--- config.mk ---
export PLATFORM = sky130hd
export DESIGN_NAME = tiling_count_matrix_power_mod
export DESIGN_NICKNAME = d
export VERILOG_FILES = /design/src/rtl/tcmp_pkg.sv /design/src/rtl/tcmp_modmul.sv /design/src/rtl/tcmp_datapath.sv /design/src/rtl/tcmp_ctrl.sv /design/src/rtl/tiling_count_matrix_power_mod.sv
export SDC_FILE = /design/constraint.sdc
export NUM_CORES = 2
export LEC_CHECK = 0
export BUFFER_PORTS_ARGS = -buffer_cell sky130_fd_sc_hd__buf_2
export CORE_ASPECT_RATIO = 1.4
export CORE_MARGIN = 5
export CORE_UTILIZATION = 69
export DETAILED_ROUTE_END_ITERATION = 10
export GPL_ROUTABILITY_DRIVEN = 0
export PLACE_DENSITY_LB_ADDON = 0.1
export SLEW_MARGIN = 20
export SYNTH_ARGS = -nofsm -noshare
export SYNTH_HDL_FRONTEND = slang
export SYNTH_SLANG_ARGS = --single-unit
--- constraint.sdc ---
create_clock -name clk_i -period 19 [get_ports clk_i]
set_input_delay 5.7 -clock clk_i [delete_from_list [all_inputs] [get_ports clk_i]]
set_output_delay 5.7 -clock clk_i [all_outputs]
set_load 0.01 [all_outputs]
--- src/rtl/tcmp_pkg.sv ---
// ----------------------------------------------------------------------------
// tcmp_pkg
// Shared types, constants and modular arithmetic helpers for the tiling
// count matrix power block.
// ----------------------------------------------------------------------------
package tcmp_pkg;

  localparam int DATA_W          = 30;
  localparam int ADDR_W          = 6;
  localparam int LENGTH_BITS_DEF = 31;
  localparam logic [DATA_W-1:0] MOD_P = DATA_W'(1000000007);

  typedef enum logic [1:0] {
    ADD_NONE,
    ADD_RD0,
    ADD_RD1
  } add_src_e;

  typedef enum logic [3:0] {
    ST_IDLE,
    ST_INIT,
    ST_BIT,
    ST_RD,
    ST_START,
    ST_BUSY,
    ST_WR,
    ST_FIN_RD,
    ST_FIN_A1,
    ST_FIN_A2,
    ST_FIN_B,
    ST_FIN_C,
    ST_OUT
  } state_e;

  typedef struct packed {
    logic              load;
    logic              shift;
    logic [ADDR_W-1:0] ra0;
    logic [ADDR_W-1:0] ra1;
    logic [ADDR_W-1:0] wa;
    logic              we;
    logic              wsel_init;
    logic [1:0]        init_val;
    logic              mul_start;
    logic              clr_sum;
    add_src_e          add_src;
    logic              out_load;
  } tcmp_cmd_t;

  typedef struct packed {
    logic short_len;
    logic expo_zero;
    logic expo_lsb;
    logic mul_done;
  } tcmp_status_t;

  // Sum of two residues, reduced once.
  function automatic logic [DATA_W-1:0] mod_add(input logic [DATA_W-1:0] x,
                                                input logic [DATA_W-1:0] y);
    logic [DATA_W:0] t;
    t = {1'b0, x} + {1'b0, y};
    if (t >= {1'b0, MOD_P}) begin
      t = t - {1'b0, MOD_P};
    end
    return t[DATA_W-1:0];
  endfunction

  // One step of interleaved modular multiplication: r = 2r + bit*a mod p.
  function automatic logic [DATA_W-1:0] mod_step(input logic [DATA_W-1:0] r,
                                                 input logic              b,
                                                 input logic [DATA_W-1:0] a);
    logic [DATA_W+1:0] t;
    t = {1'b0, r, 1'b0} + (b ? {2'b00, a} : '0);
    if (t >= {2'b00, MOD_P}) begin
      t = t - {2'b00, MOD_P};
    end
    if (t >= {2'b00, MOD_P}) begin
      t = t - {2'b00, MOD_P};
    end
    return t[DATA_W-1:0];
  endfunction

endpackage

--- src/rtl/tcmp_modmul.sv ---
// ----------------------------------------------------------------------------
// tcmp_modmul
// Sequential modular multiplier, two multiplier bits per cycle.
// ----------------------------------------------------------------------------
module tcmp_modmul (
  input  logic                       clk_i,
  input  logic                       rst_ni,
  input  logic                       start_i,
  input  logic [tcmp_pkg::DATA_W-1:0] a_i,
  input  logic [tcmp_pkg::DATA_W-1:0] b_i,
  output logic                       done_o,
  output logic [tcmp_pkg::DATA_W-1:0] prod_o
);
  import tcmp_pkg::*;

  localparam int STEPS = DATA_W / 2;
  localparam int CNT_W = $clog2(STEPS);

  logic [DATA_W-1:0] a_q, b_q, b_d, r_q, r_d;
  logic [CNT_W-1:0]  cnt_q, cnt_d;
  logic              busy_q, busy_d, done_q, done_d;

  always_comb begin
    r_d    = r_q;
    b_d    = b_q;
    cnt_d  = cnt_q;
    busy_d = busy_q;
    done_d = 1'b0;
    if (start_i) begin
      r_d    = '0;
      b_d    = b_i;
      cnt_d  = '0;
      busy_d = 1'b1;
    end else if (busy_q) begin
      r_d   = mod_step(mod_step(r_q, b_q[DATA_W-1], a_q), b_q[DATA_W-2], a_q);
      b_d   = {b_q[DATA_W-3:0], 2'b00};
      cnt_d = cnt_q + CNT_W'(1);
      if (cnt_q == CNT_W'(STEPS - 1)) begin
        busy_d = 1'b0;
        done_d = 1'b1;
      end
    end
  end

  always_ff @(posedge clk_i or negedge rst_ni) begin
    if (!rst_ni) begin
      busy_q <= 1'b0;
      done_q <= 1'b0;
      cnt_q  <= '0;
    end else begin
      busy_q <= busy_d;
      done_q <= done_d;
      cnt_q  <= cnt_d;
    end
  end

  always_ff @(posedge clk_i) begin
    if (start_i) begin
      a_q <= a_i;
    end
    r_q <= r_d;
    b_q <= b_d;
  end

  assign done_o = done_q;
  assign prod_o = r_q;

endmodule

--- src/rtl/tcmp_datapath.sv ---
// ----------------------------------------------------------------------------
// tcmp_datapath
// Matrix store, exponent register, modular multiply-accumulate and
// result register.
// ----------------------------------------------------------------------------
module tcmp_datapath #(
  parameter int LENGTH_BITS = tcmp_pkg::LENGTH_BITS_DEF
) (
  input  logic                        clk_i,
  input  logic                        rst_ni,
  input  tcmp_pkg::tcmp_cmd_t         cmd_i,
  output tcmp_pkg::tcmp_status_t      status_o,
  input  logic [LENGTH_BITS-1:0]      length_i,
  output logic [tcmp_pkg::DATA_W-1:0] count_o
);
  import tcmp_pkg::*;

  localparam int DEPTH = 1 << ADDR_W;

  logic [DATA_W-1:0]      mem_q [DEPTH];
  logic [DATA_W-1:0]      rd0_q, rd1_q, wdata;
  logic [LENGTH_BITS-1:0] expo_q;
  logic                   short_q;
  logic [1:0]             short_val_q;
  logic [DATA_W-1:0]      sum_q, sum_d, count_q, prod;
  logic                   mul_done;

  tcmp_modmul u_modmul (
    .clk_i   (clk_i),
    .rst_ni  (rst_ni),
    .start_i (cmd_i.mul_start),
    .a_i     (rd0_q),
    .b_i     (rd1_q),
    .done_o  (mul_done),
    .prod_o  (prod)
  );

  assign wdata = cmd_i.wsel_init ? {{(DATA_W-2){1'b0}}, cmd_i.init_val} : sum_q;

  always_ff @(posedge clk_i) begin
    if (cmd_i.we) begin
      mem_q[cmd_i.wa] <= wdata;
    end
    rd0_q <= mem_q[cmd_i.ra0];
    rd1_q <= mem_q[cmd_i.ra1];
  end

  always_comb begin
    sum_d = sum_q;
    if (cmd_i.clr_sum || cmd_i.load) begin
      sum_d = '0;
    end else if (mul_done) begin
      sum_d = mod_add(sum_q, prod);
    end else begin
      case (cmd_i.add_src)
        ADD_RD0: sum_d = mod_add(sum_q, rd0_q);
        ADD_RD1: sum_d = mod_add(sum_q, rd1_q);
        default: sum_d = sum_q;
      endcase
    end
  end

  always_ff @(posedge clk_i) begin
    sum_q <= sum_d;
    if (cmd_i.load) begin
      expo_q      <= length_i - LENGTH_BITS'(2);
      short_q     <= (length_i <= LENGTH_BITS'(2));
      short_val_q <= length_i[1:0];
    end else if (cmd_i.shift) begin
      expo_q <= expo_q >> 1;
    end
    if (cmd_i.out_load) begin
      count_q <= short_q ? {{(DATA_W-2){1'b0}}, short_val_q} : sum_q;
    end
  end

  assign status_o.short_len = short_q;
  assign status_o.expo_zero = (expo_q == '0);
  assign status_o.expo_lsb  = expo_q[0];
  assign status_o.mul_done  = mul_done;
  assign count_o            = count_q;

endmodule

--- src/rtl/tcmp_ctrl.sv ---
// ----------------------------------------------------------------------------
// tcmp_ctrl
// Sequencer for matrix initialization, square-and-multiply, final sum
// and the handshakes.
// ----------------------------------------------------------------------------
module tcmp_ctrl (
  input  logic                   clk_i,
  input  logic                   rst_ni,
  input  logic                   in_valid_i,
  output logic                   in_stall_o,
  output logic                   out_valid_o,
  input  logic                   out_stall_i,
  output tcmp_pkg::tcmp_cmd_t    cmd_o,
  input  tcmp_pkg::tcmp_status_t status_i
);
  import tcmp_pkg::*;

  state_e     state_q, state_d;
  logic [1:0] i_q, i_d, j_q, j_d, k_q, k_d;
  logic [1:0] acc_b_q, acc_b_d, pw_b_q, pw_b_d, free_b_q, free_b_d;
  logic       init_pw_q, init_pw_d, sq_q, sq_d;
  logic       out_valid_q, out_valid_d;
  logic       last_ij;

  function automatic logic [1:0] base_entry(input logic [1:0] r, input logic [1:0] c);
    logic [1:0] v;
    v = 2'd0;
    case ({r, c})
      {2'd0, 2'd0}, {2'd0, 2'd1}, {2'd1, 2'd0},
      {2'd2, 2'd1}, {2'd2, 2'd2}: v = 2'd1;
      {2'd0, 2'd2}:               v = 2'd2;
      default:                    v = 2'd0;
    endcase
    return v;
  endfunction

  assign last_ij = (i_q == 2'd2) && (j_q == 2'd2);

  always_comb begin
    state_d     = state_q;
    i_d         = i_q;
    j_d         = j_q;
    k_d         = k_q;
    acc_b_d     = acc_b_q;
    pw_b_d      = pw_b_q;
    free_b_d    = free_b_q;
    init_pw_d   = init_pw_q;
    sq_d        = sq_q;
    out_valid_d = out_valid_q && out_stall_i;
    cmd_o       = '0;
    cmd_o.add_src = ADD_NONE;
    in_stall_o  = (state_q != ST_IDLE);

    case (state_q)
      ST_IDLE: begin
        if (in_valid_i) begin
          cmd_o.load = 1'b1;
          acc_b_d    = 2'd0;
          pw_b_d     = 2'd1;
          free_b_d   = 2'd2;
          i_d        = 2'd0;
          j_d        = 2'd0;
          k_d        = 2'd0;
          init_pw_d  = 1'b0;
          state_d    = ST_INIT;
        end
      end
      ST_INIT: begin
        if (status_i.short_len) begin
          state_d = ST_OUT;
        end else begin
          cmd_o.we        = 1'b1;
          cmd_o.wsel_init = 1'b1;
          cmd_o.wa        = {init_pw_q ? pw_b_q : acc_b_q, i_q, j_q};
          cmd_o.init_val  = init_pw_q ? base_entry(i_q, j_q) : {1'b0, i_q == j_q};
          j_d = (j_q == 2'd2) ? 2'd0 : j_q + 2'd1;
          if (j_q == 2'd2) begin
            i_d = (i_q == 2'd2) ? 2'd0 : i_q + 2'd1;
          end
          if (last_ij) begin
            init_pw_d = 1'b1;
            if (init_pw_q) begin
              state_d = ST_BIT;
            end
          end
        end
      end
      ST_BIT: begin
        i_d = 2'd0;
        j_d = 2'd0;
        k_d = 2'd0;
        if (status_i.expo_zero) begin
          state_d = ST_FIN_RD;
        end else begin
          sq_d    = !status_i.expo_lsb;
          state_d = ST_RD;
        end
      end
      ST_RD: begin
        cmd_o.ra0 = {sq_q ? pw_b_q : acc_b_q, i_q, k_q};
        cmd_o.ra1 = {pw_b_q, k_q, j_q};
        state_d   = ST_START;
      end
      ST_START: begin
        cmd_o.mul_start = 1'b1;
        state_d         = ST_BUSY;
      end
      ST_BUSY: begin
        if (status_i.mul_done) begin
          if (k_q == 2'd2) begin
            k_d     = 2'd0;
            state_d = ST_WR;
          end else begin
            k_d     = k_q + 2'd1;
            state_d = ST_RD;
          end
        end
      end
      ST_WR: begin
        cmd_o.we      = 1'b1;
        cmd_o.wa      = {free_b_q, i_q, j_q};
        cmd_o.clr_sum = 1'b1;
        j_d = (j_q == 2'd2) ? 2'd0 : j_q + 2'd1;
        if (j_q == 2'd2) begin
          i_d = (i_q == 2'd2) ? 2'd0 : i_q + 2'd1;
        end
        state_d = ST_RD;
        if (last_ij) begin
          // The finished product takes the place of its target matrix.
          free_b_d = sq_q ? pw_b_q : acc_b_q;
          if (sq_q) begin
            pw_b_d      = free_b_q;
            cmd_o.shift = 1'b1;
            state_d     = ST_BIT;
          end else begin
            acc_b_d = free_b_q;
            sq_d    = 1'b1;
          end
        end
      end
      ST_FIN_RD: begin
        cmd_o.ra0     = {acc_b_q, 2'd0, 2'd0};
        cmd_o.ra1     = {acc_b_q, 2'd0, 2'd1};
        cmd_o.clr_sum = 1'b1;
        state_d       = ST_FIN_A1;
      end
      ST_FIN_A1: begin
        cmd_o.ra0     = {acc_b_q, 2'd0, 2'd0};
        cmd_o.ra1     = {acc_b_q, 2'd0, 2'd1};
        cmd_o.add_src = ADD_RD0;
        state_d       = ST_FIN_A2;
      end
      ST_FIN_A2: begin
        cmd_o.ra0     = {acc_b_q, 2'd0, 2'd2};
        cmd_o.ra1     = {acc_b_q, 2'd0, 2'd1};
        cmd_o.add_src = ADD_RD0;
        state_d       = ST_FIN_B;
      end
      ST_FIN_B: begin
        cmd_o.ra0     = {acc_b_q, 2'd0, 2'd2};
        cmd_o.add_src = ADD_RD1;
        state_d       = ST_FIN_C;
      end
      ST_FIN_C: begin
        cmd_o.add_src = ADD_RD0;
        state_d       = ST_OUT;
      end
      ST_OUT: begin
        if (!out_valid_q || !out_stall_i) begin
          cmd_o.out_load = 1'b1;
          out_valid_d    = 1'b1;
          state_d        = ST_IDLE;
        end
      end
      default: begin
        state_d = ST_IDLE;
      end
    endcase
  end

  always_ff @(posedge clk_i or negedge rst_ni) begin
    if (!rst_ni) begin
      state_q     <= ST_IDLE;
      out_valid_q <= 1'b0;
      i_q         <= 2'd0;
      j_q         <= 2'd0;
      k_q         <= 2'd0;
      acc_b_q     <= 2'd0;
      pw_b_q      <= 2'd1;
      free_b_q    <= 2'd2;
      init_pw_q   <= 1'b0;
      sq_q        <= 1'b0;
    end else begin
      state_q     <= state_d;
      out_valid_q <= out_valid_d;
      i_q         <= i_d;
      j_q         <= j_d;
      k_q         <= k_d;
      acc_b_q     <= acc_b_d;
      pw_b_q      <= pw_b_d;
      free_b_q    <= free_b_d;
      init_pw_q   <= init_pw_d;
      sq_q        <= sq_d;
    end
  end

  assign out_valid_o = out_valid_q;

endmodule

--- src/rtl/tiling_count_matrix_power_mod.sv ---
// Counts the tilings of a 2-by-n board by dominoes and trominoes modulo
// 1000000007. One length is taken at a time; lengths of 0, 1 and 2 return
// themselves. Longer boards load two 3x3 matrices and then run
// square-and-multiply over the bits of n-2, stopping once the remaining
// exponent is zero. All 27 element products of each matrix product go
// through a single shared modular multiplier that retires two multiplier
// bits per cycle.
// A finished count waits in an output register while the next length loads.

// ----------------------------------------------------------------------------
// tiling_count_matrix_power_mod
// Top level: controller and datapath for the tiling count matrix power.
// ----------------------------------------------------------------------------
module tiling_count_matrix_power_mod #(
  parameter int LENGTH_BITS = tcmp_pkg::LENGTH_BITS_DEF
) (
  input  logic                        clk_i,
  input  logic                        rst_ni,
  input  logic                        in_valid_i,
  output logic                        in_stall_o,
  input  logic [LENGTH_BITS-1:0]      length_i,
  output logic                        out_valid_o,
  input  logic                        out_stall_i,
  output logic [tcmp_pkg::DATA_W-1:0] count_o
);
  import tcmp_pkg::*;

  tcmp_cmd_t    cmd;
  tcmp_status_t status;

  tcmp_ctrl u_ctrl (
    .clk_i       (clk_i),
    .rst_ni      (rst_ni),
    .in_valid_i  (in_valid_i),
    .in_stall_o  (in_stall_o),
    .out_valid_o (out_valid_o),
    .out_stall_i (out_stall_i),
    .cmd_o       (cmd),
    .status_i    (status)
  );

  tcmp_datapath #(
    .LENGTH_BITS (LENGTH_BITS)
  ) u_datapath (
    .clk_i    (clk_i),
    .rst_ni   (rst_ni),
    .cmd_i    (cmd),
    .status_o (status),
    .length_i (length_i),
    .count_o  (count_o)
  );

endmodule
==> summary.txt <==
ys async rst share -> 1.14%
WP data required -> 19.75 ns
Area Growth Syn to Fin -> 8.56%
cell taking the most area after synthesis -> edfxtp_1
num ports -> 67
Die H -> 492 um
fill count -> 9,459
CTS resizes -> 0
Die W -> 354 um
placed insts -> 9,803
Max Fclk -> 65.8 MHz
drt initial violations -> 13,700
Vias -> 81,200
Gate Count Post-Synth -> 7,952
outcome -> finished, final reports clean
min Tclk post-route -> 15.20 ns
RSZ-0062 raised after global routing -> no
CTS buffer count -> 199
Synth Register Bits -> 2,189
synth warn -> 0
Total Die Area -> 0.174 mm^2
Setup Buffers After CTS -> 0
measured slew at the worst slew-check pin -> 1.44 ns
layout cells sized above 1 -> 21.2%
CTS Buffer Depth -> 3
critical path's largest stage delay -> 0.78 ns
setup violators final -> 0
Worst path slowest cell -> o21a_1
Post-synth top flop -> edfxtp_1
number of vias per cell -> 7.97
Reg area -> 0.0644 mm^2
first-pass GRT wire length -> 540,000 um
final wirelength -> 376,000 um
largest net degree at the start of global routing -> 118
crit end category -> flop
Clock transition at path regs -> 0.07 ns
flop2flop setup slack -> 3.80 ns
Fin. Hold Viols -> 0
Critical Path AT -> 15.94 ns
Setup WS pre-CTS -> 4.26 ns
CP Max Fanout -> 31
synth top area cells -> edfxtp_1 54%, mux4_2 19%, nand2_1 3.0%
number of synthesized flops with an enable pin -> 2,044
H-tree levels -> 4
I/O Buffers -> 66
post-synthesis cell type count -> 109
Rel. slew slack -> 3.59%
setup ws final -> 3.80 ns
Finished Layout Cells -> 10,200
worst hold-check path type -> reg -> reg
Syn Nets -> 8,149
Rows -> 176
Final Cell Area -> 0.124 mm^2
DR pass1 iterations -> 9
ANT nets after route -> 0
Seq/Total Area, Yosys -> 56.3%
Hold Buf Count CTS -> 0
number of remaining DRC errors -> 0
Worst Setup Path Type -> reg -> reg
Syn Std Cell Area -> 0.114 mm^2
Synth Area per Inst -> 14.4 um^2
vias in the first global route -> 80,000
Worst-Skew Late Latency -> 0.88 ns
number of clock sinks -> 2,189
Startpoint Class -> flop
multi-input logic area -> 0.0483 mm^2
CTS tree -> done
fin. max-slew vios -> 0
Max-cap violations -> 0
core area -> 0.164 mm^2
routed length per instance -> 36.9 um
Nets -> 8,067
DP Wirelength -> 224,000 um
total track usage -> 42.9%
Cell Area, Placed -> 0.118 mm^2
Fin Clk Skew -> 0.0583 ns
post-route setup TNS -> 0 ns
Synth top area share -> 53.7%
initial antenna violation count -> 38
total grt overflow -> 0
CTS root buf -> clkbuf_16
period utilization -> 80.0%
Initial Util -> 69.5%
cell families after synthesis:
kind of cell    count (synthesis)  synth area share [%]
xor+xnor                      326                  2.50
simple gates                 2058                  8.53
mux                           990                  19.2
fa+ha+maj                     162                  1.81
compound gates               1585                  9.53
buf+inv                       642                  2.15
flops                        2189                  56.3
sequential cells by signal (all words and copies together), names as in the netlist, 2 cells and up:
name,cells
u_datapath.rd0_q,30
u_ctrl.k_q,2
u_ctrl.i_q,2
u_ctrl.acc_b_q,2
u_datapath.rd1_q,30
u_ctrl.free_b_q,2
u_datapath.u_modmul.cnt_q,4
u_ctrl.state_q,4
u_datapath.u_modmul.b_q,30
u_datapath.short_val_q,2
u_datapath.u_modmul.prod_o,30
u_datapath.u_modmul.a_q,30
u_ctrl.j_q,2
u_datapath.expo_q,31
u_datapath.mem_q,1920
u_ctrl.pw_b_q,2
u_datapath.count_o,30
u_datapath.sum_q,30
stage by stage:
stage / hold slack, ns / util, %
after floorplan: 0.412 / -
after global placement: 0.485 / 71.5
after detailed placement: 0.485 / 71.5
after CTS: 0.495 / 75.4
after global routing: 0.518 / 75.4
final: 0.498 / 75.5
path summary, 6_finish.rpt:
path                                                            start                                         end  depth (start not counted)
worst max-delay path            u_datapath.u_modmul.b_q[29]$_DFFE_PP_  u_datapath.u_modmul.prod_o[3]$_SDFFE_PP0P_                         43
worst min-delay path                     u_ctrl.pw_b_q[0]$_DFFE_PN1P_                u_ctrl.pw_b_q[0]$_DFFE_PN1P_                          2
worst max register to register  u_datapath.u_modmul.b_q[29]$_DFFE_PP_  u_datapath.u_modmul.prod_o[3]$_SDFFE_PP0P_                         43
worst min register to register           u_ctrl.pw_b_q[0]$_DFFE_PN1P_                u_ctrl.pw_b_q[0]$_DFFE_PN1P_                          2
max in group asynchronous                                      rst_ni               u_ctrl.state_q[3]$_DFFE_PN0P_                          1
min in group asynchronous                                      rst_ni                   u_ctrl.i_q[0]$_DFFE_PN0P_                          1
cells in the final DEF (no fill, tap or decap), types with 66 or more instances in the layout:
master,n
a31oi_1,162
inv_1,105
a21oi_1,335
nand2_1,899
and2_1,322
edfxtp_1,2044
nand3_1,79
buf_2,66
xor2_1,104
a311oi_1,116
xnor2_1,221
o21ai_0,175
nor2_1,264
ha_1,157
buf_4,169
clkbuf_16,201
nor3_1,91
a211oi_1,332
dfxtp_1,120
mux4_2,958
cell usage after synthesis (92+ instances only):
library cell and instances:
edfxtp_1 2044, mux4_2 958, nand2_1 903, clkbuf_1 404
and2_1 351, a21oi_1 336, a211oi_1 333, nor2_1 328
xnor2_1 221, o21ai_0 178, a31oi_1 162, ha_1 157
a311oi_1 132, dfxtp_1 120, buf_1 108, inv_1 106
xor2_1 104, nor3_1 92
final cells by class:
class / instances / share of cell area [%]
diodes: 17 / 0.0343
inverters: 108 / 0.327
repair buffers: 251 / 1.55
multi-input cells: 5121 / 38.9
well taps: 2136 / 2.15
flip-flops and latches: 2189 / 51.9
clock inverters: 115 / 0.945
clock buffers: 247 / 4.23
critical path: cells and delay by family (launching register included):
family / cells / cell delay (ns)
DFF: 1 / 0.73
adders and majority gates: 4 / 1.36
AOI/OAI and AO/OA: 18 / 5.69
buffers and inverters: 1 / 0.25
and+or+nand+nor: 14 / 4.79
xor gates and xnor gates: 3 / 0.93
muxes: 3 / 1.30
per-layer routing:
metal	vias up	part of all wire [%]	wire length, um	global-route usage, %
li1	31800	-	-	-
met1	39900	30	112000	50.8
met2	7517	46	172000	65.7
met3	1901	15	55300	14.6
met4	32	9.6	35900	31.9
met5	-	0.053	201	0.0278
Power is left out: the tool's default activity adds up to more than one toggle a clock period on the data nets, which glitch-free logic cannot reach.
